--- src/hdl/swsk_pkg.sv ---
// ----------------------------------------------------------------------------
// swsk_pkg
// Shared constants, codes and controller/datapath types for the six-wheel
// steering kinematics block.
// ----------------------------------------------------------------------------
package swsk_pkg;

	// field widths
	localparam int unsigned CMD_W   = 16;
	localparam int unsigned SPEED_W = 21;
	localparam int unsigned ANGLE_W = 15;

	// rover geometry, meters in Q0.16
	localparam logic [14:0] GEO_D1 = 15'd11600;
	localparam logic [14:0] GEO_D2 = 15'd20316;
	localparam logic [14:0] GEO_D3 = 15'd17957;
	localparam logic [14:0] GEO_D4 = 15'd16581;

	// pi/2 in Q.16
	localparam logic signed [19:0] HALF_PI_Q16 = 20'sd102944;

	// drive modes
	localparam logic [1:0] MODE_STOP     = 2'd0;
	localparam logic [1:0] MODE_STRAIGHT = 2'd1;
	localparam logic [1:0] MODE_ROTATE   = 2'd2;
	localparam logic [1:0] MODE_ARC      = 2'd3;

	// operand selects for the hypot and atan2 jobs
	localparam logic [1:0] SEL_ROT13    = 2'd0;
	localparam logic [1:0] SEL_ROT12    = 2'd1;
	localparam logic [1:0] SEL_ARC_NEAR = 2'd2;
	localparam logic [1:0] SEL_ARC_FAR  = 2'd3;

	// index of the last wheel speed
	localparam logic [2:0] LAST_WHEEL = 3'd5;

	// controller to datapath
	typedef struct packed {
		logic       load;
		logic       prep;
		logic       sq_first;
		logic       sq_second;
		logic       sqrt_start;
		logic       sqrt_store;
		logic       cor_start;
		logic       cor_store;
		logic       assign_out;
		logic       conv_first;
		logic       conv_second;
		logic       out_load;
		logic [1:0] sel;
		logic [2:0] idx;
	} swsk_cmd_t;

	// datapath to controller
	typedef struct packed {
		logic       repeated;
		logic [1:0] mode;
		logic       sqrt_done;
		logic       cor_done;
		logic       out_free;
	} swsk_status_t;

	// cordic arctangent steps, Q.16
	function automatic logic [15:0] atan_entry(input logic [3:0] idx);
		logic [15:0] r;
		case (idx)
			4'd0:    r = 16'd51472;
			4'd1:    r = 16'd30386;
			4'd2:    r = 16'd16055;
			4'd3:    r = 16'd8150;
			4'd4:    r = 16'd4091;
			4'd5:    r = 16'd2047;
			4'd6:    r = 16'd1024;
			4'd7:    r = 16'd512;
			4'd8:    r = 16'd256;
			4'd9:    r = 16'd128;
			4'd10:   r = 16'd64;
			4'd11:   r = 16'd32;
			4'd12:   r = 16'd16;
			4'd13:   r = 16'd8;
			4'd14:   r = 16'd4;
			default: r = 16'd2;
		endcase
		return r;
	endfunction

endpackage

--- src/hdl/swsk_ctrl.sv ---
// ----------------------------------------------------------------------------
// swsk_ctrl
// Controller: sequences the hypot, atan2 and speed scaling jobs per command.
// ----------------------------------------------------------------------------
module swsk_ctrl (
	input  logic                    clk,
	input  logic                    arst_n,
	input  logic                    in_valid,
	output logic                    in_ready,
	input  swsk_pkg::swsk_status_t  status,
	output swsk_pkg::swsk_cmd_t     cmd
);

	localparam logic [3:0] S_IDLE      = 4'd0;
	localparam logic [3:0] S_CHECK     = 4'd1;
	localparam logic [3:0] S_SQ1       = 4'd2;
	localparam logic [3:0] S_SQ2       = 4'd3;
	localparam logic [3:0] S_SQRT_GO   = 4'd4;
	localparam logic [3:0] S_SQRT_WAIT = 4'd5;
	localparam logic [3:0] S_COR_GO    = 4'd6;
	localparam logic [3:0] S_COR_WAIT  = 4'd7;
	localparam logic [3:0] S_ASSIGN    = 4'd8;
	localparam logic [3:0] S_CONV1     = 4'd9;
	localparam logic [3:0] S_CONV2     = 4'd10;
	localparam logic [3:0] S_OUT       = 4'd11;

	logic [3:0] state_q;
	logic [3:0] state_n;
	logic [1:0] sel_q;
	logic [1:0] sel_n;
	logic [2:0] idx_q;
	logic [2:0] idx_n;

	always_ff @(posedge clk or negedge arst_n) begin
		if (!arst_n) begin
			state_q <= S_IDLE;
			sel_q   <= swsk_pkg::SEL_ROT13;
			idx_q   <= '0;
		end else begin
			state_q <= state_n;
			sel_q   <= sel_n;
			idx_q   <= idx_n;
		end
	end

	// next state and commands
	always_comb begin
		state_n  = state_q;
		sel_n    = sel_q;
		idx_n    = idx_q;
		in_ready = 1'b0;
		cmd      = '0;
		cmd.sel  = sel_q;
		cmd.idx  = idx_q;
		case (state_q)
			S_IDLE: begin
				in_ready = 1'b1;
				if (in_valid) begin
					cmd.load = 1'b1;
					state_n  = S_CHECK;
				end
			end
			S_CHECK: begin
				if (status.repeated) begin
					state_n = S_IDLE;
				end else begin
					cmd.prep = 1'b1;
					case (status.mode)
						swsk_pkg::MODE_ROTATE: begin
							sel_n   = swsk_pkg::SEL_ROT13;
							state_n = S_SQ1;
						end
						swsk_pkg::MODE_ARC: begin
							sel_n   = swsk_pkg::SEL_ARC_NEAR;
							state_n = S_SQ1;
						end
						default: state_n = S_ASSIGN;
					endcase
				end
			end
			S_SQ1: begin
				cmd.sq_first = 1'b1;
				state_n      = S_SQ2;
			end
			S_SQ2: begin
				cmd.sq_second = 1'b1;
				state_n       = S_SQRT_GO;
			end
			S_SQRT_GO: begin
				cmd.sqrt_start = 1'b1;
				state_n        = S_SQRT_WAIT;
			end
			S_SQRT_WAIT: begin
				if (status.sqrt_done) begin
					cmd.sqrt_store = 1'b1;
					case (sel_q)
						swsk_pkg::SEL_ROT13: begin
							sel_n   = swsk_pkg::SEL_ROT12;
							state_n = S_SQ1;
						end
						swsk_pkg::SEL_ROT12: begin
							sel_n   = swsk_pkg::SEL_ROT13;
							state_n = S_COR_GO;
						end
						swsk_pkg::SEL_ARC_NEAR: begin
							sel_n   = swsk_pkg::SEL_ARC_FAR;
							state_n = S_SQ1;
						end
						default: begin
							sel_n   = swsk_pkg::SEL_ARC_NEAR;
							state_n = S_COR_GO;
						end
					endcase
				end
			end
			S_COR_GO: begin
				cmd.cor_start = 1'b1;
				state_n       = S_COR_WAIT;
			end
			S_COR_WAIT: begin
				if (status.cor_done) begin
					cmd.cor_store = 1'b1;
					if (sel_q == swsk_pkg::SEL_ROT13) begin
						sel_n   = swsk_pkg::SEL_ROT12;
						state_n = S_COR_GO;
					end else begin
						state_n = S_ASSIGN;
					end
				end
			end
			S_ASSIGN: begin
				cmd.assign_out = 1'b1;
				idx_n          = '0;
				state_n        = S_CONV1;
			end
			S_CONV1: begin
				cmd.conv_first = 1'b1;
				state_n        = S_CONV2;
			end
			S_CONV2: begin
				cmd.conv_second = 1'b1;
				if (idx_q == swsk_pkg::LAST_WHEEL) begin
					state_n = S_OUT;
				end else begin
					idx_n   = idx_q + 3'd1;
					state_n = S_CONV1;
				end
			end
			S_OUT: begin
				if (status.out_free) begin
					cmd.out_load = 1'b1;
					state_n      = S_IDLE;
				end
			end
			default: state_n = S_IDLE;
		endcase
	end

endmodule

--- config.mk ---
export PLATFORM = sky130hd
export DESIGN_NAME = swsk_ctrl
export DESIGN_NICKNAME = d
export VERILOG_FILES = /design/src/hdl/swsk_pkg.sv /design/src/hdl/swsk_ctrl.sv
export SDC_FILE = /design/constraint.sdc
export NUM_CORES = 1
export LEC_CHECK = 0
export BUFFER_PORTS_ARGS = -buffer_cell sky130_fd_sc_hd__buf_2
export CORE_ASPECT_RATIO = 0.8
export CORE_UTILIZATION = 42
export DETAILED_ROUTE_END_ITERATION = 8
export PLACE_DENSITY = 0.73
export RECOVER_POWER = 50
export SYNTH_ARGS = -nofsm -noshare
export SYNTH_HDL_FRONTEND = slang
export SYNTH_SLANG_ARGS = --single-unit
--- constraint.sdc ---
create_clock -name clk -period 1.43 [get_ports clk]
set_clock_uncertainty 0.05 [all_clocks]
set_input_delay 0.286 -clock clk [delete_from_list [all_inputs] [get_ports clk]]
set_output_delay 0.286 -clock clk [all_outputs]
set_load 0.02 [all_outputs]
==> impl_metrics.tcl, run 1 <==
set metrics [dict create \
    status "stopped before the end" \
    synth-edff-count 0 \
    numPortBuffers 26 \
    num_io_pins 27 \
    synth-async-reset-ratio_pct 100 \
    synth_cell_types 34 \
    die_w_um 47.6 \
    clock_path_buffers 2 \
    synth_cells 88 \
    syn_area_um2 698 \
    worst-ep-kind "top-level output" \
    cts_max_level 1 \
    clock_sinks 9 \
    synth.yosys.seq_area_share_pct 32.3 \
    post-place-ws_ps -111 \
    cts_buffers 3 \
    cts_root_buffer "clkbuf_4" \
    yosysWarnings 0 \
    synthFlopType "dfrtp_1" \
    firstError "[ERROR DPL-0038] Utilization greater than 100%, impossible to legalize" \
    crit_endpoint "cmd[9]" \
    stop_stage "global routing (5_1_grt)" \
    syn-mean-instance-area_um2 7.93 \
    die_height_um 38.5 \
    ys_ff_latch 9 \
    place_hpwl_um 1760 \
    grt_max_degree 10 \
    rows 12 \
    start_util_pct 47.4 \
    synth_nets 99 \
    gp_congestion 0.961 \
]
-- through the flow --
stage	area, um^2	setup TNS (ps)	cells
after floorplan	758	-287	88
after CTS	1350	-3980	182
after detailed placement	1130	-683	164
after global placement	1130	-418	164
-- timing repair --
action                     4_1_cts
resized for setup               25
setup endpoints to repair       19
pin swaps                        5
hold endpoints to repair         9
buffers inserted                13
hold buffers                     1
-- synth_stat cells, types with 3 or more instances --
cell	count	area, um^2
a21oi_1	5	25.0
and2_1	3	18.8
buf_2	3	15.0
dfrtp_1	9	225
inv_1	5	18.8
inv_2	3	11.3
nand2_1	4	15.0
nand3_1	4	20.0
nor2_1	9	33.8
nor3_1	6	30.0
o21ai_0	6	30.0
o21ai_1	4	20.0
-- kinds of logic after synthesis --
| family | synth area share (%) |
|---|---|
| AOI/OAI and AO/OA | 21.7 |
| adders and majority gates | 3.58 |
| buffers and inverters | 7.53 |
| DFF | 32.3 |
| muxes | 3.58 |
| xor gates and xnor gates | 1.25 |
| and+or+nand+nor | 30.1 |
==> run 2, diff against run 1 <==
Settings changed: CORE_AREA set to 2 2 63 65, CORE_ASPECT_RATIO 0.8 to unset, CORE_UTILIZATION 42 to unset, DIE_AREA set to 0 0 65 67, PLACE_DENSITY 0.73 to unset, PLACE_DENSITY_LB_ADDON set to 0.15.
Clock period 1.43 ns to 1.86 ns, I/O delays scaled along.
==> impl_metrics.tcl, run 2 <==
set metrics [dict create \
    status "completed" \
    grt.overflow.total 0 \
    post-place-ws_ps 212 \
    place_hpwl_um 1650 \
    cp.required_ps 1440 \
    min_path_cells 2 \
    dpl.cell_count 166 \
    fin_ws_ps 39.8 \
    regArea_um2 229 \
    synth_nets 99 \
    met3_length_um 90 \
    syn_area_um2 698 \
    synthTopCellsByCount "dfrtp_1, nor2_1, nor3_1, o21ai_0" \
    largest_register_ffs 4 \
    yosys.area.top_type "dfrtp_1" \
    critPathArrivalTime_ps 1400 \
    p_switching_w 0.000737 \
    vias_per_cell 4.62 \
    wl_um 2010 \
    drc_errors 0 \
    clock_path_buffers 2 \
    cts_tree "built" \
    layout_commonest_cell "buf_2" \
    drv_slew 0 \
    period_needed_ps 1820 \
    p_leak_nw 0.464 \
    largest-register "state_q" \
    top_layer_used "met4" \
    die_height_um 67 \
    syn_to_final_growth_pct 45.0 \
    path_depth 4 \
    cp_max_fo 4 \
    rsz0062_at_grt "true" \
    synth-async-reset-ratio_pct 100 \
    wl_per_cell_um 11.7 \
    synth.yosys.seq_area_share_pct 32.3 \
    grt_max_degree 13 \
    numPortBuffers 26 \
    yosys-top-cells-area "dfrtp_1, nor2_1, nor3_1" \
    cts_root_buffer "clkbuf_8" \
    switching_share_pct 47.8 \
    die_w_um 65 \
    start_util_pct 19.4 \
    max_slew_margin_pct 66.0 \
    max_stage_delay_ps 400 \
    hold_viol 0 \
    p_clk_share_pct 14.4 \
    multi_input_area_um2 442 \
    cts_buffers 3 \
    syn-mean-instance-area_um2 7.93 \
    worst_pin_slew_ps 505 \
    worstSetupStartpointType "flip-flop" \
    cp-end-kind "output port" \
    final_cell_mix "buf_2, buf_4, nor2_1, clkbuf_1" \
    die-area_um2 4360 \
    antenna_cells 0 \
    ys_ff_latch 9 \
    antenna_found_initial 0 \
    power_frac_seq_pct 26.4 \
    fmax_mhz 549 \
    gp_congestion 0.778 \
    antenna_left 0 \
    vias 794 \
    drive_above_1_share_pct 39.5 \
    p_comb_share_pct 59.2 \
    instances_no_fill 172 \
    clk_pin_slew_ps 40 \
    drv_cap 0 \
    vdd_ir_drop_max_mv 0.284 \
    synthFlopType "dfrtp_1" \
    reg2reg_depth 5 \
    grt_pass1_wl_um 3410 \
    critical-path-slowest-cell "dfrtp_1" \
    clock_sinks 9 \
    drtPass1Iterations 4 \
    crit_family "simple AND/OR/NAND/NOR gates" \
    reg.largest.list "state_q: 4 flops, idx_q: 3 flops, sel_q: 2 flops" \
    cp.buffers_inverters 2 \
    synth_cell_types 34 \
    gr-usage-all-layers_pct 10.2 \
    fin_tns_setup_ps 0 \
    nets 136 \
    power_density_nw_per_um2 1520 \
    grt_pass1_vias 733 \
    yosysWarnings 0 \
    total_power_w 0.00154 \
    fin_crit_sh_pct 97.9 \
    rows 22 \
    num_io_pins 27 \
    synth_top_area_share_pct 32.3 \
    cts_max_level 1 \
    worstSkewPairLatency_ps 230 \
    min_path_type "primary input to flip-flop" \
    core_um2 3610 \
    synth-edff-count 0 \
    synth_cells 88 \
    route.met2.wl_um 979 \
    dr.first_iter.drc_count 35 \
    path_cells "nand2b_1, or3_1, inv_2, buf_2" \
    setup_viol 0 \
    worstSetupPathType "flip-flop to output port" \
    wirelength_met1_um 921 \
    internal-power_w 0.000803 \
    n_fill_cell 413 \
]
[run 2: cell counts after synthesis]
Identical to the previous run, type by type.
[run 2: kinds of logic after synthesis]
logic type	after synthesis	synth area share [%]
AND/OR/NAND/NOR	38	30.1
AO/OA/AOI/OAI	24	21.7
buffers and inverters	12	7.53
flip-flops	9	32.3
multiplexers	2	3.58
adder cells (fa/ha/maj)	2	3.58
XOR/XNOR	1	1.25
[run 2: cell type report]
class                   count  area share, %
flip-flops and latches      9           22.6
multi-input cells          67           43.6
well taps                  48           5.93
repair buffers             36           20.4
inverters                   8           2.97
clock buffers               4           4.45
[run 2: timing repair]
action	CTS	global route
endpoints found under the hold margin	9	0
hold buffers	1	0
setup buffers	0	1
gates resized for setup	3	6
pin swaps	0	1
setup endpoints to repair	4	5
[run 2: final timing paths]
check                                       start                endpoint  slack (ps)
max                        state_q[2]$_DFFE_PN0P_                  cmd[8]          40
min                                     status[0]  state_q[3]$_DFFE_PN0P_         350
max reg2reg                state_q[0]$_DFFE_PN0P_  state_q[3]$_DFFE_PN0P_         150
min reg2reg                  idx_q[0]$_DFFE_PN0P_    idx_q[0]$_DFFE_PN0P_         500
max in group asynchronous                  arst_n  state_q[3]$_DFFE_PN0P_         820
min in group asynchronous                  arst_n    sel_q[0]$_DFFE_PN0P_         570
[run 2: power groups by stage]
stage | clock network [W] | logic, W | registers (W)
detailed placement | 0 | 0.000898 | 0.000401
floorplan | 0 | 0.000610 | 0.000389
global placement | 0 | 0.000924 | 0.000396
global route | 0.000250 | 0.00101 | 0.000426
CTS | 0.000232 | 0.000904 | 0.000404
finish | 0.000222 | 0.000912 | 0.000406
[run 2: per-layer routing]
layer  GRT usage [%]  vias to the layer above
li1                -                      394
met1            12.6                      379
met2            17.3                       19
met3            2.53                        2
met4            3.19                        0
met5               0                        -
[run 2: through the flow]
stage	hold WS, ps	cell area, um^2	utilization, %
global placement	185	941	26.1
CTS	351	1000	27.7
floorplan	26.4	713	-
detailed placement	188	941	26.1
finish	351	1010	28.1
global route	357	1010	28.1
Note: power is estimated with default switching activity, not from simulation.
